--- config.mk ---
export PLATFORM = sky130hd
export DESIGN_NAME = pfc_div_cell
export DESIGN_NICKNAME = d
export VERILOG_FILES = /design/src/hdl/assert_macros.svh /design/src/hdl/pfc_pkg.sv /design/src/hdl/pfc_div_cell.sv
export SDC_FILE = /design/constraint.sdc
export NUM_CORES = 1
export LEC_CHECK = 0
export ABC_AREA = 1
export BUFFER_PORTS_ARGS = -buffer_cell sky130_fd_sc_hd__buf_2
export CORE_MARGIN = 2
export CORE_UTILIZATION = 45
export DETAILED_ROUTE_END_ITERATION = 8
export GPL_TIMING_DRIVEN = 0
export PLACE_DENSITY = 0.69
export SYNTH_ARGS = -nofsm -noshare
export SYNTH_HDL_FRONTEND = slang
export SYNTH_SLANG_ARGS = --single-unit
--- constraint.sdc ---
create_clock -name clk -period 32.8 [get_ports clk]
set_input_delay 1.64 -clock clk [delete_from_list [all_inputs] [get_ports clk]]
set_output_delay 1.64 -clock clk [all_outputs]
set_load 0.02 [all_outputs]
--- src/hdl/assert_macros.svh ---
// assertion macros used by the top level rtl file
`ifndef ASSERT_MACROS_SVH
`define ASSERT_MACROS_SVH

// clocked implication, off during reset
`define AST_IMPLY(name, clk, rst, ante, cons) \
  name: assert property (@(posedge clk) disable iff (rst) (ante) |-> (cons)) \
    else $error("assertion failed");

// clocked implication checked in the cycle after the antecedent
`define AST_NEXT(name, clk, rst, ante, cons) \
  name: assert property (@(posedge clk) disable iff (rst) (ante) |=> (cons)) \
    else $error("assertion failed");

`endif

--- src/hdl/pfc_pkg.sv ---
// types, widths and codes of the point frustum cull block
package pfc_pkg;
  localparam int IDX_W       = 24;
  localparam int COORD_W     = 32;
  localparam int FOC_W       = 24;
  localparam int SIZE_W      = 16;
  localparam int DEPTH_W     = 31;
  localparam int PROD_W      = 56;
  localparam int SPROD_W     = 47;
  localparam int QUO_W       = 24;
  localparam int STATUS_W    = 2;
  localparam int CFG_IDX_W   = 3;
  localparam int CFG_DATA_W  = 31;
  localparam int POINT_INDEX_BITS_DEF = 24;

  localparam logic [STATUS_W-1:0] ST_KEPT  = 2'd0;
  localparam logic [STATUS_W-1:0] ST_DEPTH = 2'd1;
  localparam logic [STATUS_W-1:0] ST_FOV   = 2'd2;
  localparam logic [STATUS_W-1:0] ST_IMAGE = 2'd3;

  localparam logic [CFG_IDX_W-1:0] REG_FOCAL = 3'd0;
  localparam logic [CFG_IDX_W-1:0] REG_PX    = 3'd1;
  localparam logic [CFG_IDX_W-1:0] REG_PY    = 3'd2;
  localparam logic [CFG_IDX_W-1:0] REG_W     = 3'd3;
  localparam logic [CFG_IDX_W-1:0] REG_H     = 3'd4;
  localparam logic [CFG_IDX_W-1:0] REG_NEAR  = 3'd5;
  localparam logic [CFG_IDX_W-1:0] REG_FAR   = 3'd6;

  typedef struct packed {
    logic [FOC_W-1:0]   focal;
    logic [FOC_W-1:0]   px;
    logic [FOC_W-1:0]   py;
    logic [SIZE_W-1:0]  w;
    logic [SIZE_W-1:0]  h;
    logic [DEPTH_W-1:0] near;
    logic [DEPTH_W-1:0] far;
  } cfg_t;

  typedef struct packed {
    logic [IDX_W-1:0]   idx;
    logic               depth_fail;
    logic               xneg;
    logic               yneg;
    logic [DEPTH_W-1:0] z;
    logic [PROD_W-1:0]  fx;
    logic [PROD_W-1:0]  fy;
    logic [SPROD_W-1:0] zw;
    logic [SPROD_W-1:0] zh;
  } front_t;

  typedef struct packed {
    logic [IDX_W-1:0]    idx;
    logic [STATUS_W-1:0] status;
    logic                xneg;
    logic                yneg;
    logic [DEPTH_W-1:0]  z;
    logic [PROD_W-1:0]   ru;
    logic [PROD_W-1:0]   rv;
    logic [QUO_W-1:0]    qu;
    logic [QUO_W-1:0]    qv;
  } div_t;
endpackage

--- src/hdl/pfc_div_cell.sv ---
// divider cell: one quotient bit for u and v
module pfc_div_cell #(
  parameter int BIT = 0
) (
  input  logic          clk,
  input  logic          rst,
  input  logic          up_valid,
  output logic          up_ready,
  input  pfc_pkg::div_t up_item,
  output logic          dn_valid,
  input  logic          dn_ready,
  output pfc_pkg::div_t dn_item
);
  import pfc_pkg::*;

  logic [PROD_W-1:0] dsh;
  logic              take_u, take_v;
  div_t              item_next;

  assign up_ready = !dn_valid || dn_ready;
  assign dsh    = {{(PROD_W-DEPTH_W){1'b0}}, up_item.z} << BIT;
  assign take_u = up_item.ru >= dsh;
  assign take_v = up_item.rv >= dsh;

  always_comb begin
    item_next = up_item;
    if (take_u) begin
      item_next.ru      = up_item.ru - dsh;
      item_next.qu[BIT] = 1'b1;
    end
    if (take_v) begin
      item_next.rv      = up_item.rv - dsh;
      item_next.qv[BIT] = 1'b1;
    end
  end

  always_ff @(posedge clk) begin
    if (rst) begin
      dn_valid <= 1'b0;
    end else if (up_ready) begin
      dn_valid <= up_valid;
    end
  end

  always_ff @(posedge clk) begin
    if (up_ready && up_valid) begin
      dn_item <= item_next;
    end
  end
endmodule

Yosys cells after proc, flatten, opt, wreduce, memory -nomap -nowiden
Index checks and enable logic that the tools add are counted.
{"block": "totals", "ff_bits": 220, "inputBits": 223, "out_inout_bits": 221, "word_cells": 21}
{"block": "op_classes", "n_addsub": 2, "magnitude_cmp": 2, "mux": 2, "n_reduce_logical": 3}
{"op": "$ge A56 B31 Y1", "n": 2}
{"op": "$mux W56", "n": 2}
{"op": "$sub A56 B31 Y56", "n": 2}
{"op": "$logic_and A1 B1 Y1", "n": 1}
{"op": "$logic_not A1 Y1", "n": 1}
{"op": "$logic_or A1 B1 Y1", "n": 1}

Logic depth before layout (Yosys ltp)
{"block": "depth", "word_depth": 3, "mapped_depth": 16, "depth_no_buf": 15}

Worst setup path after synthesis
No wires, ideal clock.
{"block": "synth_timing", "path_type": "input to register", "start": "in up_valid", "end": "reg dn_item[0] (netlist bit) (enable)", "setup_ns": 0.872, "arrival_ns": 12.191, "t_required_ns": 31.928, "slack_ns": 19.737, "stages": 2, "path_buffers": 0, "path_cell_list": "inv_1 a21oi_1"}
{"block": "synth_between", "elab_chain_len": 1}
{"element": "start: declaration", "line": "pfc_div_cell.sv:7", "rtl": "input logic up_valid,"}
{"element": "$logic_and A1 B1 Y1", "line": "pfc_div_cell.sv:46", "rtl": "if (up_ready && up_valid) begin"}
{"element": "end signal: assignment", "line": "pfc_div_cell.sv:47", "rtl": "dn_item <= item_next;"}
{"element": "end: declaration", "line": "pfc_div_cell.sv:12", "rtl": "output pfc_pkg::div_t dn_item"}
No other way between the ends.
A chain may end at the register's enable or synchronous reset.

==> impl_metrics.ini <==
[setup_path]
critPathLaunchType = input port
worstSetupEndpointType = flop
path_cells = buf_2, inv_1, ha_1, fa_1, inv_1, nand2_1, nand2_1, nand3_1, nand2_1, nand2_1, nand3_2, nand2_2, nand2_4, inv_6, buf_6, nand2_1, o21ai_0
required_ps = 33020
cpPeakStageDelay_ps = 410
crit_top_cell = nand2_1
rr_startpoint = dn_valid
slowest_stage = fa_1
reg2reg_to = dn_item[168]
cp.arrival_ps = 4150
rr_worst_depth = 5
rrSetupSlack_ps = 30520
worst-path-max-fanout = 10
critPathKind = input port to flop

[finish]
area_growth_pct = 23.9
regArea_mm2 = 0.00660
final_cell_mix = nand2_1 (854), buf_2 (444), inv_1 (426)
final_common_cell = nand2_1
post_route_cells_drive_above_1_share_pct = 21.7
final_cell_count_no_fill = 3150
nets = 2956
multi_input_area_mm2 = 0.00731
final.fill_count = 3416

[clock_network]
cts.sinks = 220
cts-resized-gates = 0
cts.path.max_buffers = 3
root_buffer = clkbuf_16
cts_tree = yes
cts_made_buffers = 24
postCtsSetupRepairBufs = 0
cts_hold_buffers = 0
clk_pin_slew_worst_paths_ps = 60
clkLatencyLatePin_ps = 550
htreeDepth = 1

[sta]
slew_headroom_pct = 49.3
fin_setup_tns_ps = 0
grt_setup_unrepaired = no
setup_viol = 0
fin_crit_sh_pct = 12.0
min_period_ps = 3920
whs_ps = 560
slew_viol_final = 0
finClkSkew_ps = 6.97
worst_slew_pin_slew_ps = 759
max_freq_mhz = 255
hold_viol = 0

[placed_design]
place_congestion = 0.991
dp_cells = 3098
dp_hpwl_mm = 50.7
placement.io_buffers = 443

[synth]
netlist_area_mm2 = 0.0157
synth_seq_cells = 220
syn_nets = 2480
synth_cells = 2193
ys_seq_area_share_pct = 42.0
yosysWarnings = 0
synth_cell_types = 32
syn_avg_cell_area_um2 = 7.15

[routing]
drtIter0Drc = 1255
drtPass1Iterations = 5
wire_per_inst_um = 18.8
via_count = 15685
viasPerCell = 4.98
routed_wirelength_mm = 59.2
drc_errors = 0
ant_nets = 0

[global_route]
grt_pass1_vias = 14766
grt_max_degree = 33
grt_usage_pct = 31.6
grt_pass1_wl_mm = 85.2
overflow = 0
antenna_found_initial = 12

[worst_hold_path]
worst_hold_path.endpoint = dn_valid
whs_path_depth = 2
hp-class = flop to flop
holdCritStartpoint = dn_valid

[run]
drv_cap = 0

[floorplanning]
die_y_um = 191
ioPinCount = 444
die_w_um = 191
num_rows = 68
initial_utilization_pct = 45.5
coreArea_mm2 = 0.0345
dieArea_mm2 = 0.0364

[power]
peakVddDrop_mv = 0.0373
p_leak_uw = 0.00979
power_density_mw_per_mm2 = 42.9

[outcome]
status = completed
cells in the mapped netlist:
library cell	count	area [µm²]
a21oi_1	54	270
a21oi_2	13	114
and2_1	6	37.5
buf_2	1	5.00
buf_4	2	15.0
buf_6	14	158
dfxtp_1	1	20.0
edfxtp_1	219	6580
fa_1	2	40.0
ha_1	62	776
inv_1	426	1600
inv_4	1	6.26
inv_6	1	8.76
nand2_1	854	3210
nand2_2	3	18.8
nand2_4	2	22.5
nand3_1	124	621
nand3_2	2	20.0
nand3b_1	15	113
nand4_1	33	206
nor2_1	221	830
nor2_2	11	68.8
nor3_1	13	65.1
nor3b_1	1	7.51
nor4_1	2	12.5
o21ai_0	13	65.1
o21ai_1	6	30.0
o21ai_2	40	350
or2_1	2	12.5
or2_2	5	31.3
xnor2_1	36	315
xor2_1	8	70.1
power breakdown:
group	internal, µW	switching, µW
logic	71.3	148
registers	339	6.28
clock network	152	118
kinds of logic (layout without fill, tap and decap cells):
group                    count (synthesis)  in the layout  synth area share (%)
flip-flops                             220            220                  42.0
buffers and inverters                  445            939                  11.4
adder cells (fa/ha/maj)                 64             64                  5.20
AND/OR/NAND/NOR                       1294           1294                  33.6
AO/OA/AOI/OAI                          126            126                  5.29
other                                    0              8                     0
XOR/XNOR                                44             44                  2.46
state kept, by name (all words and copies together) (netlist names):
| signal | flops |
|---|---|
| dn_valid | 1 |
| dn_item | 219 |
stage by stage:
stage / area [µm²] / total power, µW / utilization, % / setup WS [ps]
finish: 19400 / 835 / 56.4 / 28880
global route: 19400 / 872 / 56.4 / 28700
CTS: 19400 / 838 / 56.3 / 28960
global placement: 18500 / 572 / 53.6 / 15830
detailed placement: 18600 / 567 / 54.1 / 28410
floorplan: 15700 / 489 / - / 19740
area by class of cell:
class	count	share of cell area [%]
Inverter	428	8.30
Multi-Input combinational cell	1528	37.6
Clock buffer	27	3.15
Buffer	17	0.914
Clock inverter	17	0.869
Sequential cell	220	33.9
Tap cell	455	2.93
Antenna cell	8	0.103
Timing Repair Buffer	450	12.2
how the worst max path moves through the flow:
stage	startpoint	to	cells past startpoint	slack, ps
2_1_floorplan	up_valid	dn_item[0]	2	19740
3_3_place_gp	up_valid	dn_item[104]	3	15830
3_5_place_dp	up_item[104]	dn_item[123]	17	28410
4_1_cts	up_item[104]	dn_item[123]	17	28960
5_1_grt	up_item[104]	dn_item[122]	17	28700
6_report	up_item[104]	dn_item[122]	17	28880
layer usage:
metal | GRT usage [%] | part of all wire, % | vias up
met5 | 0 | 0.089 | -
met2 | 52.1 | 47 | 619
met3 | 4.66 | 6.8 | 100
met4 | 12.4 | 3.5 | 8
met1 | 41.9 | 43 | 7152
li1 | - | - | 7806
critical path, delay by kind of cell:
kind                     cells  cell delay, ps
buffers and inverters        5             600
AO/OA/AOI/OAI                1             200
adder cells (fa/ha/maj)      2             620
AND/OR/NAND/NOR              9            1060
Power figures use the tool's default switching activity.
