`src/hdl/assert_macros.svh`:
```
// assertion macros used by the top level rtl file
`ifndef ASSERT_MACROS_SVH
`define ASSERT_MACROS_SVH

// clocked implication, off during reset
`define AST_IMPLY(name, clk, rst, ante, cons) \
  name: assert property (@(posedge clk) disable iff (rst) (ante) |-> (cons)) \
    else $error("assertion failed");

// clocked implication checked in the cycle after the antecedent
`define AST_NEXT(name, clk, rst, ante, cons) \
  name: assert property (@(posedge clk) disable iff (rst) (ante) |=> (cons)) \
    else $error("assertion failed");

`endif

```
`src/hdl/pfc_pkg.sv`:
```
// types, widths and codes of the point frustum cull block
package pfc_pkg;
  localparam int IDX_W       = 24;
  localparam int COORD_W     = 32;
  localparam int FOC_W       = 24;
  localparam int SIZE_W      = 16;
  localparam int DEPTH_W     = 31;
  localparam int PROD_W      = 56;
  localparam int SPROD_W     = 47;
  localparam int QUO_W       = 24;
  localparam int STATUS_W    = 2;
  localparam int CFG_IDX_W   = 3;
  localparam int CFG_DATA_W  = 31;
  localparam int POINT_INDEX_BITS_DEF = 24;

  localparam logic [STATUS_W-1:0] ST_KEPT  = 2'd0;
  localparam logic [STATUS_W-1:0] ST_DEPTH = 2'd1;
  localparam logic [STATUS_W-1:0] ST_FOV   = 2'd2;
  localparam logic [STATUS_W-1:0] ST_IMAGE = 2'd3;

  localparam logic [CFG_IDX_W-1:0] REG_FOCAL = 3'd0;
  localparam logic [CFG_IDX_W-1:0] REG_PX    = 3'd1;
  localparam logic [CFG_IDX_W-1:0] REG_PY    = 3'd2;
  localparam logic [CFG_IDX_W-1:0] REG_W     = 3'd3;
  localparam logic [CFG_IDX_W-1:0] REG_H     = 3'd4;
  localparam logic [CFG_IDX_W-1:0] REG_NEAR  = 3'd5;
  localparam logic [CFG_IDX_W-1:0] REG_FAR   = 3'd6;

  typedef struct packed {
    logic [FOC_W-1:0]   focal;
    logic [FOC_W-1:0]   px;
    logic [FOC_W-1:0]   py;
    logic [SIZE_W-1:0]  w;
    logic [SIZE_W-1:0]  h;
    logic [DEPTH_W-1:0] near;
    logic [DEPTH_W-1:0] far;
  } cfg_t;

  typedef struct packed {
    logic [IDX_W-1:0]   idx;
    logic               depth_fail;
    logic               xneg;
    logic               yneg;
    logic [DEPTH_W-1:0] z;
    logic [PROD_W-1:0]  fx;
    logic [PROD_W-1:0]  fy;
    logic [SPROD_W-1:0] zw;
    logic [SPROD_W-1:0] zh;
  } front_t;

  typedef struct packed {
    logic [IDX_W-1:0]    idx;
    logic [STATUS_W-1:0] status;
    logic                xneg;
    logic                yneg;
    logic [DEPTH_W-1:0]  z;
    logic [PROD_W-1:0]   ru;
    logic [PROD_W-1:0]   rv;
    logic [QUO_W-1:0]    qu;
    logic [QUO_W-1:0]    qv;
  } div_t;
endpackage

```
`src/hdl/pfc_back.sv`:
```
// last cell: sign, principal offset, image bounds, output register
module pfc_back (
  input  logic                          clk,
  input  logic                          rst,
  input  pfc_pkg::cfg_t                 cfg,
  input  logic                          up_valid,
  output logic                          up_ready,
  input  pfc_pkg::div_t                 up_item,
  output logic                          out_valid,
  input  logic                          out_ready,
  output logic [pfc_pkg::IDX_W-1:0]     point_index_out,
  output logic [pfc_pkg::FOC_W-1:0]     pixel_u,
  output logic [pfc_pkg::FOC_W-1:0]     pixel_v,
  output logic [pfc_pkg::STATUS_W-1:0]  status
);
  import pfc_pkg::*;

  localparam int SW = QUO_W + 3;

  logic signed [SW-1:0] qu_s, qv_s, u, v;
  logic [SW-2:0]        lim_w, lim_h;
  logic                 off;
  logic [STATUS_W-1:0]  st_next;

  assign up_ready = !out_valid || out_ready;
  assign qu_s  = up_item.xneg ? -$signed({3'b0, up_item.qu}) : $signed({3'b0, up_item.qu});
  assign qv_s  = up_item.yneg ? -$signed({3'b0, up_item.qv}) : $signed({3'b0, up_item.qv});
  assign u     = qu_s + $signed({3'b0, cfg.px});
  assign v     = qv_s + $signed({3'b0, cfg.py});
  assign lim_w = {2'b0, cfg.w, 8'b0};
  assign lim_h = {2'b0, cfg.h, 8'b0};
  assign off   = u[SW-1] || (u[SW-2:0] >= lim_w) || v[SW-1] || (v[SW-2:0] >= lim_h);

  always_comb begin
    st_next = up_item.status;
    if (up_item.status == ST_KEPT && off) begin
      st_next = ST_IMAGE;
    end
  end

  always_ff @(posedge clk) begin
    if (rst) begin
      out_valid <= 1'b0;
    end else if (up_ready) begin
      out_valid <= up_valid;
    end
  end

  always_ff @(posedge clk) begin
    if (up_ready && up_valid) begin
      point_index_out <= up_item.idx;
      status          <= st_next;
      pixel_u         <= (st_next == ST_KEPT) ? u[FOC_W-1:0] : '0;
      pixel_v         <= (st_next == ST_KEPT) ? v[FOC_W-1:0] : '0;
    end
  end
endmodule

```
`config.mk`:
```
export PLATFORM = sky130hd
export DESIGN_NAME = pfc_back
export DESIGN_NICKNAME = d
export VERILOG_FILES = /design/src/hdl/assert_macros.svh /design/src/hdl/pfc_pkg.sv /design/src/hdl/pfc_back.sv
export SDC_FILE = /design/constraint.sdc
export NUM_CORES = 1
export LEC_CHECK = 0
export BUFFER_PORTS_ARGS = -buffer_cell sky130_fd_sc_hd__buf_2
export CAP_MARGIN = 20
export CELL_PAD_IN_SITES_DETAIL_PLACEMENT = 0
export CELL_PAD_IN_SITES_GLOBAL_PLACEMENT = 1
export CORE_AREA = 5 5 178 180
export DETAILED_ROUTE_END_ITERATION = 8
export DIE_AREA = 0 0 183 185
export GPL_ROUTABILITY_DRIVEN = 0
export PLACE_DENSITY_LB_ADDON = 0.1
export SETUP_SLACK_MARGIN = 0.5
export SLEW_MARGIN = 20
export SYNTH_ARGS = -nofsm -noshare
export SYNTH_HDL_FRONTEND = slang
export SYNTH_SLANG_ARGS = --single-unit
```
`constraint.sdc`:
```
create_clock -name clk -period 8 [get_ports clk]
set_clock_uncertainty 0.2 [all_clocks]
set_input_delay 1.6 -clock clk [delete_from_list [all_inputs] [get_ports clk]]
set_output_delay 1.6 -clock clk [all_outputs]
set_load 0.02 [all_outputs]
```
* Yosys cells after proc, flatten, opt, wreduce, memory -nomap -nowiden
Cells that the tools add are included.
Word-level totals: flip-flop bits (word level) 75, output and inout bits 76
Cells by class: $add $sub $neg 4, order comparisons 2, multiplexer cells 3, reductions and logical operators 9
Operators with widths (number):
- adder 27 x 25 -> 27 bit | 2
- two-way mux 27 bit | 2
- negation 24 -> 27 bit | 2
- >= comparator 26 x 24 -> 1 bit | 2
- zero test 2 bit | 2
- logical OR 1 bit | 4
- logical AND 1 bit | 2
- two-way mux 2 bit | 1
- zero test 1 bit | 1

* Depth between registers and ports, before layout
depth in word-level cells 10, depth in mapped cells 28, mapped depth without buffers 25

* Worst setup path after synthesis
OpenSTA, ideal clock, no wires.
kind input to register, from in up_item[10] in the netlist's numbering, to reg pixel_u[21] in the netlist's numbering, data pin, library setup time 0.255 ns, arrival 6.331 ns, required time 7.545 ns, setup slack 1.214 ns, cell stages on the path 25, cell sequence or4_4 > or4_1 > or2_4 > o31ai_1 > xnor2_1 > ha_1 > nand3_1 > a211o_1 > nor3_1 > a2111oi_4 > o21bai_1 > a21oi_1 > xnor2_1 > ha_1 > nand4_1 > nor3_1 > nand4_1 > nor2_1 > o21ai_0 > nor4_1 > nor4_2 > and3b_1 > buf_6 > buf_6 > and3_1
On the way: word-level cells in the longest chain between the ends 8
Ends and longest elaborated chain:
- start: declaration | line pfc_back.sv:8 | input pfc_pkg::div_t up_item,
- negation 24 -> 27 bit | line pfc_back.sv:27 | assign qv_s = up_item.yneg ? -$signed({3'b0, up_item.qv}) : $signed({3'b0, up_item.qv});
- two-way mux 27 bit * | line pfc_back.sv:27
- adder 27 x 25 -> 27 bit * | line pfc_back.sv:29 | assign v = qv_s + $signed({3'b0, cfg.py});
- via v[23] | line pfc_back.sv:20 | logic signed [SW-1:0] qu_s, qv_s, u, v;
- >= comparator 26 x 24 -> 1 bit * | line pfc_back.sv:32 | assign off = u[SW-1] || (u[SW-2:0] >= lim_w) || v[SW-1] || (v[SW-2:0] >= lim_h);
- logical OR 1 bit * | line pfc_back.sv:32
- logical AND 1 bit * | line pfc_back.sv:36 | if (up_item.status == ST_KEPT && off) begin
- two-way mux 2 bit * | line pfc_back.sv:36
- zero test 2 bit * | line pfc_back.sv:53 | pixel_u <= (st_next == ST_KEPT) ? u[FOC_W-1:0] : '0;
- end signal: assignment | line pfc_back.sv:53
- end: declaration | line pfc_back.sv:12 | output logic [pfc_pkg::FOC_W-1:0] pixel_u,
Mark *: on every way through the listed nets, which the timed path passes. The rest lies on a longest branch. A chain may end at the register's enable or synchronous reset.

* Worst setup path in the final report
from in up_item[14] in the netlist's numbering, to reg status[0] in the netlist's numbering, data pin
On the way: word-level cells in the longest chain between the ends 7
Ends and longest elaborated chain:
- negation 24 -> 27 bit | line pfc_back.sv:27
- two-way mux 27 bit * | line pfc_back.sv:27
- adder 27 x 25 -> 27 bit * | line pfc_back.sv:29
- via v[23] | line pfc_back.sv:20
- >= comparator 26 x 24 -> 1 bit * | line pfc_back.sv:32
- logical OR 1 bit * | line pfc_back.sv:32
- logical AND 1 bit * | line pfc_back.sv:36
- two-way mux 2 bit * | line pfc_back.sv:36
- via st_next[0] | line pfc_back.sv:23 | logic [STATUS_W-1:0] st_next;
- end signal: assignment | line pfc_back.sv:52 | status <= st_next;
- end: declaration | line pfc_back.sv:14 | output logic [pfc_pkg::STATUS_W-1:0] status
Marked as above.

==> run_results.csv <==
group,metric,value,unit
final_layout,final_net_count,1591,
timing,tightest_slew,1.03,ns
detailed_routing,vias,6918,
logic_synthesis,yosysWarningCount,0,
worst_setup_path,cp_num_buf_inv,7,
pwr,p_sw,620,uW
pwr,power.leakage,0.00476,uW
global_routing,grt_first_pass_wirelength,38800,um
logic_synthesis,syn_inst,750,
final_layout,syn2layout_area_growth,48.5,%
pwr,seqPwrFrac,26.3,%
timing,tns,0,ns
pwr,clockPowerShare,27.0,%
cts,h-tree-depth,3,
worst_setup_path,startpoint_type,"input port",
timing,fmax,0.137,GHz
final_layout,most-common-layout-cells,"buf_2 (234), buf_4 (132), ha_1 (81)",
cts,cts_buffers,9,
worst_setup_path,cp_top_family,"simple AND/OR/NAND/NOR gates",
logic_synthesis,synth_cell_types,63,
placement,dpl_cell_area,0.00946,sq mm
pwr,p_sw_share,35.2,%
global_routing,first_global_vias,6863,
job,max_cap_viol_count,0,
worst_setup_path,r2r_cells,3,
worst_setup_path,required,7.89,ns
worst_setup_path,cp_common_cell,"buf_4",
die,rows,64,
cts,clock_sinks,75,
cts,cts.reportedPaths.clkPinSlew,0.07,ns
global_routing,antenna_found_initial,16,
die,start_util,23.1,%
logic_synthesis,synth_ff_type,"edfxtp_1",
pwr,ir_worst_vdd,0.0829,mV
logic_synthesis,yosys.area_share.adder,15.7,%
worst_setup_path,r2r_start,"out_valid",
logic_synthesis,muxShareOfSynthArea,0.432,%
cts,ctsRootBufferMaster,"clkbuf_16",
die,die_w,183,um
worst_setup_path,arrival,7.17,ns
final_layout,final_area,0.0103,sq mm
die,ios,465,
worst_setup_path,critical_path.endpoint_type,"flop",
detailed_routing,via_per_inst,4.55,
timing,rsz0062_at_grt,"yes",
detailed_routing,postRouteAntennaNets,0,
logic_synthesis,syn-num-nets,1225,
logic_synthesis,syn_area,0.00695,sq mm
timing,min_period,7.28,ns
timing,drv_slew,0,
cts,cts_buffer_depth,2,
worst_setup_path,regToRegEndpoint,"pixel_v[5]",
timing,setup_viol,0,
worst_setup_path,cp.depth,28,
global_routing,grt_max_degree,75,
worst_setup_path,crit_start,"up_item[14]",
die,fp.dieArea,0.0339,sq mm
detailed_routing,first_pass_iters,4,
final_layout,final_core_util,34.3,%
timing,fin_ws,0.723,ns
die,core_area,0.0300,sq mm
logic_synthesis,synth_compound_area_share,18.4,%
placement,pre_cts_slack,-0.123,ns
final_layout,layout_commonest_cell,"buf_2",
placement,dp_hpwl,21600,um
logic_synthesis,synth-simple-area-share,18.4,%
detailed_routing,routedWlPerCell,17.5,um
global_routing,grt_usage,14.6,%
hold_path,hold_class,"reg -> reg",
final_layout,fillers,3278,
worst_setup_path,endpoint,"status[0]",
cts,cts_tree,"done",
worst_setup_path,cp_slowest_cell,"or4_1",
pwr,p_int,1140,uW
die,die_h,185,um
logic_synthesis,ys_ff_latch,75,
logic_synthesis,yosysSeqAreaShare,32.3,%
final_layout,drive_above_1_share,40.4,%
detailed_routing,drt_iter0_markers,210,
worst_setup_path,crit_type,"in -> reg",
timing,hold_viol,0,
cts,worstSkewPairLatency,0.34,ns
timing,finalCritPeriodShare,91.0,%
detailed_routing,drc,0,
logic_synthesis,synth_top_family_by_area,"compound AO/OA/AOI/OAI gates",
cts,hold_buffers,0,
pwr,p_per_area,171,mW/mm^2
worst_setup_path,rrSetupSlack,6.04,ns
timing,relSlewSlack,31.5,%
logic_synthesis,synth_xor_xnor_area_share,10.3,%
logic_synthesis,synth_edf_count,74,
run_status,outcome,"finished, final reports clean",
detailed_routing,wl,26600,um
placement,io_buffers,235,
worst_setup_path,cpPeakStageDelay,0.52,ns
pwr,combinationalPowerShare,46.7,%
worst_setup_path,worstPathMaxFanout,8,
global_routing,grt-ovfl-total,0,
logic_synthesis,avgSynthCellArea,9.26,sq um
logic_synthesis,synthArstFlopShare,0,%
## worst reg2reg max path, delay by kind of cell, from the launching register on
kind / cells / cell delay (ns)
buf+inv: 1 / 0.76
flops: 1 / 0.31
simple gates: 2 / 0.25
## registers in the layout (all words and copies together) (netlist names)
register / cells
pixel_u: 24
status: 2
pixel_v: 24
out_valid: 1
point_index_out: 24
## synthesized netlist by cell type, types with 16 or more instances
cell | number | area, sq um
and3_1 | 39 | 244
o31ai_1 | 16 | 120
clkbuf_1 | 16 | 60.1
edfxtp_1 | 74 | 2220
nand3_1 | 28 | 140
a21o_1 | 18 | 135
o21ai_0 | 41 | 205
a21oi_1 | 52 | 260
inv_1 | 53 | 199
ha_1 | 84 | 1050
nand2_1 | 39 | 146
xnor2_1 | 73 | 639
nor2_1 | 42 | 158
## layer usage
layer / GRT usage, % / up-vias / routed length [um]
met3: 6.01 / 31 / 2570
met2: 21.7 / 206 / 11000
met1: 20.7 / 3116 / 12800
met4: 1.34 / 24 / 113
met5: 0 / - / 135
li1: - / 3541 / -
## power by group through the flow
stage	sequential, uW	combinational [uW]	clock [uW]
after floorplan	502	423	0
after global placement	471	764	0
after detailed placement	471	761	0
after CTS	463	774	498
after global routing	465	923	514
final	463	824	477
## worst min path at each step
stage / to / cells past startpoint / startpoint
floorplan: out_valid / 2 / out_valid
global placement: out_valid / 2 / out_valid
detailed placement: out_valid / 2 / out_valid
CTS: out_valid / 2 / out_valid
global route: out_valid / 2 / out_valid
finish: out_valid / 2 / out_valid
## logic make-up after synthesis
family | after synthesis
compound gates | 195
fa+ha+maj | 86
flops | 75
mux | 3
simple gates | 235
xor+xnor | 82
buf+inv | 74
## cell type report
type / count / area (sq um) / share of cell area, %
Timing Repair Buffer: 376 / 2320 / 22.5
Antenna cell: 4 / 10.0 / 0.0971
Inverter: 53 / 199 / 1.93
Clock inverter: 6 / 113 / 1.09
Tap cell: 396 / 495 / 4.80
Clock buffer: 10 / 229 / 2.22
Multi-Input combinational cell: 601 / 4700 / 45.6
Sequential cell: 75 / 2240 / 21.7
## metrics by stage
stage,std cells,hold slack (ns),power (uW)
finish,1521,0.326,1760
global route,1520,0.403,1900
detailed placement,1485,0.324,1230
CTS,1502,0.333,1740
floorplan,750,0.529,925
global placement,1485,0.317,1240
## timing repair
action | CTS | global route
pin swaps | 1 | 32
setup buffers | 1 | 11
hold endpoints to repair | 0 | 0
gates resized for setup | 7 | 62
gates cloned | 0 | 4
endpoints found under the setup margin | 50 | 50
Note: power is estimated with default switching activity, not from simulation.
