===== src/hdl/assert_macros.svh =====
// assertion macros used by the top level rtl file
`ifndef ASSERT_MACROS_SVH
`define ASSERT_MACROS_SVH

// clocked implication, off during reset
`define AST_IMPLY(name, clk, rst, ante, cons) \
  name: assert property (@(posedge clk) disable iff (rst) (ante) |-> (cons)) \
    else $error("assertion failed");

// clocked implication checked in the cycle after the antecedent
`define AST_NEXT(name, clk, rst, ante, cons) \
  name: assert property (@(posedge clk) disable iff (rst) (ante) |=> (cons)) \
    else $error("assertion failed");

`endif


===== src/hdl/pfc_pkg.sv =====
// types, widths and codes of the point frustum cull block
package pfc_pkg;
  localparam int IDX_W       = 24;
  localparam int COORD_W     = 32;
  localparam int FOC_W       = 24;
  localparam int SIZE_W      = 16;
  localparam int DEPTH_W     = 31;
  localparam int PROD_W      = 56;
  localparam int SPROD_W     = 47;
  localparam int QUO_W       = 24;
  localparam int STATUS_W    = 2;
  localparam int CFG_IDX_W   = 3;
  localparam int CFG_DATA_W  = 31;
  localparam int POINT_INDEX_BITS_DEF = 24;

  localparam logic [STATUS_W-1:0] ST_KEPT  = 2'd0;
  localparam logic [STATUS_W-1:0] ST_DEPTH = 2'd1;
  localparam logic [STATUS_W-1:0] ST_FOV   = 2'd2;
  localparam logic [STATUS_W-1:0] ST_IMAGE = 2'd3;

  localparam logic [CFG_IDX_W-1:0] REG_FOCAL = 3'd0;
  localparam logic [CFG_IDX_W-1:0] REG_PX    = 3'd1;
  localparam logic [CFG_IDX_W-1:0] REG_PY    = 3'd2;
  localparam logic [CFG_IDX_W-1:0] REG_W     = 3'd3;
  localparam logic [CFG_IDX_W-1:0] REG_H     = 3'd4;
  localparam logic [CFG_IDX_W-1:0] REG_NEAR  = 3'd5;
  localparam logic [CFG_IDX_W-1:0] REG_FAR   = 3'd6;

  typedef struct packed {
    logic [FOC_W-1:0]   focal;
    logic [FOC_W-1:0]   px;
    logic [FOC_W-1:0]   py;
    logic [SIZE_W-1:0]  w;
    logic [SIZE_W-1:0]  h;
    logic [DEPTH_W-1:0] near;
    logic [DEPTH_W-1:0] far;
  } cfg_t;

  typedef struct packed {
    logic [IDX_W-1:0]   idx;
    logic               depth_fail;
    logic               xneg;
    logic               yneg;
    logic [DEPTH_W-1:0] z;
    logic [PROD_W-1:0]  fx;
    logic [PROD_W-1:0]  fy;
    logic [SPROD_W-1:0] zw;
    logic [SPROD_W-1:0] zh;
  } front_t;

  typedef struct packed {
    logic [IDX_W-1:0]    idx;
    logic [STATUS_W-1:0] status;
    logic                xneg;
    logic                yneg;
    logic [DEPTH_W-1:0]  z;
    logic [PROD_W-1:0]   ru;
    logic [PROD_W-1:0]   rv;
    logic [QUO_W-1:0]    qu;
    logic [QUO_W-1:0]    qv;
  } div_t;
endpackage


===== src/hdl/pfc_screen.sv =====
// second cell: field of view test and divider setup
module pfc_screen (
  input  logic            clk,
  input  logic            rst,
  input  logic            up_valid,
  output logic            up_ready,
  input  pfc_pkg::front_t up_item,
  output logic            dn_valid,
  input  logic            dn_ready,
  output pfc_pkg::div_t   dn_item
);
  import pfc_pkg::*;

  logic [PROD_W:0] lhs_x, lhs_y, rhs_x, rhs_y;
  div_t            item_next;

  assign up_ready = !dn_valid || dn_ready;
  // |c| * 2f against z * size * 256
  assign lhs_x = {up_item.fx, 1'b0};
  assign lhs_y = {up_item.fy, 1'b0};
  assign rhs_x = {2'b0, up_item.zw, 8'b0};
  assign rhs_y = {2'b0, up_item.zh, 8'b0};

  always_comb begin
    item_next.idx  = up_item.idx;
    item_next.xneg = up_item.xneg;
    item_next.yneg = up_item.yneg;
    item_next.z    = up_item.z;
    item_next.ru   = up_item.fx;
    item_next.rv   = up_item.fy;
    item_next.qu   = '0;
    item_next.qv   = '0;
    if (up_item.depth_fail) begin
      item_next.status = ST_DEPTH;
    end else if (!(lhs_x < rhs_x) || !(lhs_y < rhs_y)) begin
      item_next.status = ST_FOV;
    end else begin
      item_next.status = ST_KEPT;
    end
  end

  always_ff @(posedge clk) begin
    if (rst) begin
      dn_valid <= 1'b0;
    end else if (up_ready) begin
      dn_valid <= up_valid;
    end
  end

  always_ff @(posedge clk) begin
    if (up_ready && up_valid) begin
      dn_item <= item_next;
    end
  end
endmodule


===== config.mk =====
export PLATFORM = sky130hd
export DESIGN_NAME = pfc_screen
export DESIGN_NICKNAME = d
export VERILOG_FILES = /design/src/hdl/assert_macros.svh /design/src/hdl/pfc_pkg.sv /design/src/hdl/pfc_screen.sv
export SDC_FILE = /design/constraint.sdc
export NUM_CORES = 1
export LEC_CHECK = 0
export BUFFER_PORTS_ARGS = -buffer_cell sky130_fd_sc_hd__buf_2
export CAP_MARGIN = 20
export CORE_AREA = 2 2 188 190
export CTS_CLUSTER_SIZE = 24
export DETAILED_ROUTE_END_ITERATION = 8
export DIE_AREA = 0 0 190 192
export PLACE_DENSITY = 0.45
export SYNTH_ARGS = -nofsm -noshare
export SYNTH_HDL_FRONTEND = slang
export SYNTH_SLANG_ARGS = --single-unit

===== constraint.sdc =====
create_clock -name clk -period 13.95 [get_ports clk]
set_input_delay 0.6975 -clock clk [delete_from_list [all_inputs] [get_ports clk]]
set_output_delay 0.6975 -clock clk [all_outputs]
set_load 0.02 [all_outputs]

* Word level (Yosys, flattened, before mapping)
Index checks and enable logic that the tools add are counted.
** Word-level totals
- Flip-flop bits (word level) :: 172
** Cells by class
- $lt $le $gt $ge :: 2
- Muxes and demuxes :: 1
- Reduce and logical (&&, ||, !) cells :: 6
** Operators by type and width (count)
- $lt A57 B55 Y1 :: 2
- $logic_not A1 Y1 :: 3
- $logic_or A1 B1 Y1 :: 2
- $mux W2 :: 1
- $logic_and A1 B1 Y1 :: 1

* Longest topological paths before layout
Gate-level depths: netlist of run 1.
- Depth after elaboration :: 4
- Depth in mapped cells :: 8
- Mapped depth without buffers :: 8

* Least setup slack after synthesis of run 1
No wires, ideal clock.
- Path kind :: input-to-reg
- Start point :: input dn_ready
- End point :: register dn_item[100] (netlist bit) (enable)
- Stages on the path :: 2
- Setup time :: 0.551 ns
- Required time :: 13.399 ns
- Slack :: 8.496 ns
- Path buffers :: 0
- Data arrival time :: 4.903 ns
- Cell sequence :: nand2b_1 > and2_1
** Between the ends
- Word-level cells in the longest chain between the ends :: 2
** Ends and longest elaborated chain
- start: declaration :: line pfc_screen.sv:9 : input logic dn_ready,
- $logic_or A1 B1 Y1 :: line pfc_screen.sv:17 : assign up_ready = !dn_valid || dn_ready;
- $logic_and A1 B1 Y1 :: line pfc_screen.sv:51 : if (up_ready && up_valid) begin
- end signal: assignment :: line pfc_screen.sv:52 : dn_item <= item_next;
- end: declaration :: line pfc_screen.sv:10 : output pfc_pkg::div_t dn_item
No other way between the ends.
A chain may end at the register's enable or synchronous reset.

* Final worst setup path of run 1
- Start point :: input up_item[93] (netlist bit)
- End point :: register dn_item[194] (netlist bit) (data pin)
** Between the ends
- Word-level cells in the longest chain between the ends :: 4
** Ends and longest elaborated chain
- start: declaration :: line pfc_screen.sv:7 : input pfc_pkg::front_t up_item,
- $lt A57 B55 Y1 :: line pfc_screen.sv:35 : end else if (!(lhs_x < rhs_x) || !(lhs_y < rhs_y)) begin
- $logic_not A1 Y1 :: line pfc_screen.sv:35
- $logic_or A1 B1 Y1 :: line pfc_screen.sv:35
- $mux W2 :: line pfc_screen.sv:35
No other way between the ends.

==> impl_metrics.csv, run 1 <==
group,metric,value,unit
min_path,holdCritStartpoint,"rst",
logic_synthesis,synth_area_leader_cell,"edfxtp_1",
clock_tree,htree_levels,4,
logic_synthesis,syn_area_per_cell,14.2,sq um
sta,setup-tns-final,0,ns
cells_and_area,syn_to_final_growth,40.8,%
cells_and_area,final_area,11100,sq um
logic_synthesis,synth_top_area_share,65.3,%
placed_design,dp_slack,10.78,ns
cells_and_area,drive_above_1_share,46.3,%
sta,final-hold-violation-count,0,
clock_tree,clk_path_buf_depth,2,
logic_synthesis,synthesis.area,7860,sq um
floorplanning,coreArea,34300,sq um
floorplanning,die_h,192,um
floorplanning,fp-row-count,68,
sta,clock_skew,0.00735,ns
clock_tree,post_cts_buffers,0,
flow_run,drv_cap,0,
cells_and_area,fin_cells,1486,
sta,finalSetupViolations,0,
placed_design,dp.cells,1451,
sta,slew_violations,0,
floorplanning,start_util,22.9,%
power_and_ir_drop,p_per_area,116,nW/um^2
grt,top_usage_layer,"met2",
grt,first_global_vias,5891,
setup_path,critPathLaunch,"up_item[93]",
grt,grt_max_degree,71,
detailed_routing,wire_per_inst,16.5,um
detailed_routing,drc,0,
logic_synthesis,ys_ff_latch,172,
setup_path,cp_max_fo,2,
sta,period_share,18.2,%
setup_path,reg2reg_from,"dn_valid$_SDFFE_PP0N_",
detailed_routing,route.antenna.remaining_nets,0,
grt,grt.overflow.total,0,
detailed_routing,routed-via-count,5885,
power_and_ir_drop,p_leak,5.34,nW
sta,min_period,2.54,ns
sta,max_slew_margin,37.7,%
power_and_ir_drop,ir_drop,0.0000779,V
grt,grtUsageMet2,23.7,%
sta,rsz0062_at_grt,"no",
grt,grt_usage,13.0,%
cells_and_area,filler_cell_count,3589,
setup_path,cp.arrival,2.70,ns
cells_and_area,layout_common_cells,"440 x buf_2, 171 x edfxtp_1, 95 x inv_1",
clock_tree,cts_root_buf,"clkbuf_16",
placed_design,placed_cell_area,10500,sq um
grt,grt_pass1_wl,34.4,mm
logic_synthesis,synth_area_leaders,"edfxtp_1 65%, ha_1 15%, buf_4 4.6%",
placed_design,port_buffers,440,
cells_and_area,final_common_cell,"buf_2",
clock_tree,clock-sinks,172,
floorplanning,io-pin-count,489,
sta,tightest_slew,0.934,ns
logic_synthesis,ys_warn_count,0,
clock_tree,cts_tree,"yes",
detailed_routing,drt_wl_total,24.5,mm
setup_path,criticalPathCategory,"primary input to register",
grt,grtUsageMet1,13.8,%
clock_tree,numCtsBuffers,17,
placed_design,dp_hpwl,20.5,mm
grt,antenna_found_initial,4,
setup_path,crit_required,14.11,ns
clock_tree,hold_buffers,0,
detailed_routing,dr.first_iter.drc_count,234,
sta,max_freq,0.394,GHz
detailed_routing,drtPass1Iterations,4,
setup_path,end_kind,"register",
clock_tree,clk_latency,0.45,ns
cells_and_area,nets,1375,
logic_synthesis,netlist-cell-type-count,38,
logic_synthesis,syn_inst,555,
sta,fin_ws,11.41,ns
power_and_ir_drop,total_power,0.00129,W
floorplanning,dieArea,36500,sq um
floorplanning,die_w,190,um
run_status,status,"complete, no violations",
placed_design,gp_congestion,0.786,
clock_tree,clkTransAtPathRegs,0.07,ns
setup_path,start_kind,"primary input",
min_path,hp-class,"primary input to register",
logic_synthesis,yosysSeqAreaShare,65.6,%
detailed_routing,vias_per_cell,3.96,
clock_tree,cts_resized,0,
grt,grtUsageMet3,4.60,%
[path summary, 6_finish.rpt]
check	to	slack, ns	depth (start not counted)
setup reg to reg	dn_item[74]$_DFFE_PP_	11.68	3
hold / removal	dn_valid$_SDFFE_PP0N_	0.41	2
setup / recovery	dn_item[194]$_SDFFCE_PP0P_	11.41	8
hold reg to reg	dn_valid$_SDFFE_PP0N_	0.55	2
[flip-flops by register name, indices dropped and copies added, names as in the netlist]
register,count
dn_item,171
dn_valid,1
[cells in the mapped netlist]
cell type    n
a2111o_1     1
a2111oi_0    2
a211o_1      3
a211oi_1     3
a21o_1       9
a21o_2       1
a21oi_1     31
a221o_1      1
a221oi_1     1
a222oi_1     1
a22o_1       1
a31oi_1      2
a41oi_1      2
and2_1       1
and4_1       1
buf_4       48
conb_1       1
dfxtp_1      1
edfxtp_1   171
ha_1        92
inv_1       95
nand2_1     26
nand2b_1     3
nand3_1      6
nand4_1     10
nor2_1       9
nor2b_1      1
nor3_1       6
nor4_1       2
nor4_2       1
o2111ai_1    1
o21a_1       2
o21ai_0     13
o21ai_1      3
o311ai_0     1
or3_1        1
or4_1        1
or4_4        1
[report_power, final]
group | total, W | internal (W) | switching [W]
combinational | 0.000196 | 0.0000716 | 0.000124
clock | 0.000479 | 0.000255 | 0.000224
sequential | 0.000612 | 0.000605 | 0.00000700
[kinds of logic (layout without fill, tap and decap cells)]
kind of cell / after synthesis / after routing / share of synthesized area [%]
flip-flops: 172 / 172 / 65.6
buffers and inverters: 143 / 569 / 9.12
adder cells (fa/ha/maj): 92 / 92 / 14.6
AO/OA/AOI/OAI: 78 / 78 / 6.22
AND/OR/NAND/NOR: 69 / 69 / 4.38
other: 1 / 51 / 0.0477
[final cells by class]
class / instances / area [sq um] / area share, %
sequential: 172 / 5150 / 46.6
timing repair buffer: 442 / 2220 / 20.0
multi-input combinational: 287 / 2170 / 19.6
tap: 455 / 569 / 5.15
clock buffer: 19 / 433 / 3.91
inverter: 95 / 357 / 3.22
clock inverter: 13 / 158 / 1.43
antenna: 3 / 7.51 / 0.0679
[stage by stage]
stage / hold WS [ns] / util [%]
2_1_floorplan: 0.729 / -
3_3_place_gp: 0.512 / 30.5
3_5_place_dp: 0.542 / 30.5
4_1_cts: 0.378 / 32.2
5_1_grt: 0.382 / 32.3
6_report: 0.412 / 32.3
[worst max-delay path: stages]
cell and delay [ns]:
buf_2 0.07, inv_1 0.03, ha_1 0.30, a211o_1 0.26, a2111oi_0 0.54, a41oi_1 0.23, a211oi_1 0.43, nand4_1 0.13
[metal layers]
metal  vias up  wire length, um
met4         2              418
met5         -               13
li1       2842                -
met3        25             2220
met1      2711             8920
met2       305            12900
No activity file was read; power rests on OpenSTA's default activity.
==> run 2, diff against run 1 <==
- CORE_AREA: 2 2 188 190 -> 2 2 191 193
- DIE_AREA: 0 0 190 192 -> 0 0 193 195
- PLACE_DENSITY: 0.45 -> 0.44
- clock period: 13.95 -> 2.5 ns (I/O delays scaled with it)
==> run 2 against run 1 <==
Net effect:
- power rose to 5.8 times the previous value
- critical path type unchanged
- first-iteration DRC count rose by 2.6%
- die area rose by 3.2%
- clock power rose to 5.7 times the previous value
- largest power group unchanged
- highest routed layer unchanged
- critical endpoint unchanged
- sequential cell count did not move
==> impl_metrics.csv, run 2 (synthesis results as in run 1) <==
group,metric,value,unit
run_status,status,"complete, no violations",
placed_design,placed_cell_area,10500,sq um
floorplanning,io-pin-count,489,
detailed_routing,route.antenna.remaining_nets,0,
sta,final-hold-violation-count,0,
detailed_routing,dr.first_iter.drc_count,240,
grt,antenna_found_initial,3,
detailed_routing,drc,0,
grt,first_global_vias,6675,
sta,finalSetupViolations,0,
clock_tree,clk_latency,0.44,ns
floorplanning,dieArea,37600,sq um
cells_and_area,final_area,12800,sq um
cells_and_area,largest_reg_flops,171,
detailed_routing,routed-via-count,6421,
cells_and_area,layout_common_cells,"440 x buf_2, 172 x dlygate4sd3_1, 171 x edfxtp_1",
floorplanning,die_h,195,um
sta,tightest_slew,0.498,ns
clock_tree,numCtsBuffers,17,
cells_and_area,nets,1548,
sta,fin_ws,0.248,ns
sta,setup-tns-final,0,ns
setup_path,start_kind,"primary input",
setup_path,crit_required,2.81,ns
cells_and_area,reg_top3,"dn_item x171, dn_valid x1",
detailed_routing,vias_per_cell,3.86,
clock_tree,clkTransAtPathRegs,0.08,ns
cells_and_area,drive_above_1_share,39.8,%
placed_design,gp_congestion,0.755,
setup_path,end_kind,"register",
floorplanning,fp-row-count,69,
power_and_ir_drop,p_comb_share,17.7,%
setup_path,path_depth,8,
placed_design,port_buffers,440,
power_and_ir_drop,p_clk_share,36.6,%
power_and_ir_drop,p_per_area,582,nW/um^2
power_and_ir_drop,internal_power,0.00545,W
floorplanning,start_util,22.2,%
cells_and_area,regMostFlops,"dn_item",
setup_path,rrSetupSlack,1.14,ns
sta,min_period,2.25,ns
placed_design,dp.cells,1458,
setup_path,setup.worst_path.end,"dn_item[194]$_SDFFCE_PP0P_",
detailed_routing,wire_per_inst,15.7,um
floorplanning,coreArea,35400,sq um
clock_tree,clk_path_buf_depth,2,
floorplanning,die_w,193,um
cells_and_area,final_common_cell,"buf_2",
power_and_ir_drop,p_leak,6.07,nW
setup_path,critPathLaunch,"up_item[203]",
clock_tree,cts_root_buf,"clkbuf_16",
grt,grt_max_degree,71,
grt,grt_usage,13.3,%
setup_path,crit_chain,"dlygate4sd3_1, buf_2, ha_1, nand3_1, or4_4, nor4_2, o311ai_0, nand4_1",
setup_path,cp_max_fo,2,
cells_and_area,syn_to_final_growth,63.3,%
setup_path,worst-path-buf-inv,2,
setup_path,ff2ff_path_depth,3,
power_and_ir_drop,switching_share,27.1,%
flow_run,drv_cap,0,
clock_tree,cts_tree,"yes",
placed_design,dp_slack,0.151,ns
sta,rsz0062_at_grt,"no",
placed_design,dp_hpwl,20.4,mm
clock_tree,clock-sinks,172,
setup_path,worstReg2RegEnd,"dn_item[75]$_DFFE_PP_",
grt,grt_pass1_wl,36.8,mm
detailed_routing,drtPass1Iterations,4,
setup_path,cp.arrival,2.56,ns
power_and_ir_drop,pwr-share-seq,45.6,%
sta,slew_violations,0,
grt,grt.overflow.total,0,
setup_path,reg2reg_from,"dn_valid$_SDFFE_PP0N_",
power_and_ir_drop,ir_drop,0.000460,V
power_and_ir_drop,p_sw,0.00202,W
detailed_routing,drt_wl_total,26.1,mm
clock_tree,htree_levels,4,
setup_path,criticalPathCategory,"primary input to register",
cells_and_area,fin_cells,1663,
sta,max_freq,0.444,GHz
setup_path,crit_family,"simple AND/OR/NAND/NOR gates",
min_path,hp-class,"primary input to register",
setup_path,slowest_delay,0.54,ns
sta,max_slew_margin,66.4,%
sta,clock_skew,0.00795,ns
sta,period_share,90.1,%
setup_path,crit_slowest_cell,"dlygate4sd3_1",
==> run 2: per-layer routing <==
| layer | global-route usage (%) | vias up | wire length, um |
|---|---|---|---|
| met1 | 14.3 | 2905 | 10200 |
| li1 | - | 3189 | - |
| met3 | 4.31 | 26 | 2130 |
| met2 | 24.4 | 299 | 13200 |
| met5 | 0 | - | 12 |
| met4 | 4.46 | 2 | 482 |
==> run 2: power groups by stage <==
stage               clock network, W  logic [W]  registers [W]
floorplan                          0   0.000424        0.00370
global placement                   0    0.00112        0.00347
detailed placement                 0    0.00112        0.00348
CTS                          0.00286    0.00134        0.00341
global route                 0.00293    0.00147        0.00343
finish                       0.00274    0.00133        0.00341
==> run 2: worst min path at each step <==
stage	from	end	slack, ns	cells past startpoint
floorplan	rst	dn_valid$_SDFFE_PP0N_	0.19	1
global placement	rst	dn_valid$_SDFFE_PP0N_	0.28	2
detailed placement	rst	dn_valid$_SDFFE_PP0N_	0.29	2
CTS	up_valid	dn_item[98]$_DFFE_PP_	0.32	3
global route	up_valid	dn_item[98]$_DFFE_PP_	0.32	3
finish	up_valid	dn_item[207]$_DFFE_PP_	0.34	3
==> run 2: worst reg2reg max path: cells and delay by family (launching register included) <==
family | cells | cell delay, ns
buffers and inverters | 1 | 0.32
flip-flops | 1 | 0.31
AND/OR/NAND/NOR | 2 | 0.32
==> run 2: stage by stage <==
step / hold WS (ns) / util (%) / power, W
after global placement: 0.283 / 29.7 / 0.00459
after floorplan: 0.194 / - / 0.00412
after detailed placement: 0.286 / 29.7 / 0.00460
after global routing: 0.324 / 36.2 / 0.00783
after CTS: 0.316 / 36.2 / 0.00761
final: 0.339 / 36.3 / 0.00747
==> run 2: timing repair <==
action | CTS | global route
setup endpoints to repair | 0 | 1
setup buffers | 0 | 0
gates resized for setup | 0 | 2
hold buffers | 172 | 0
hold endpoints to repair | 171 | 0
==> run 2: area by class of cell <==
cell class              instances  area [sq um]
clock inverters                13           154
inverters                      95           357
flip-flops and latches        172          5150
fillers                      3571         22600
clock buffers                  18           429
repair buffers                615          3980
multi-input cells             287          2170
diodes                          2          5.00
well taps                     461           577
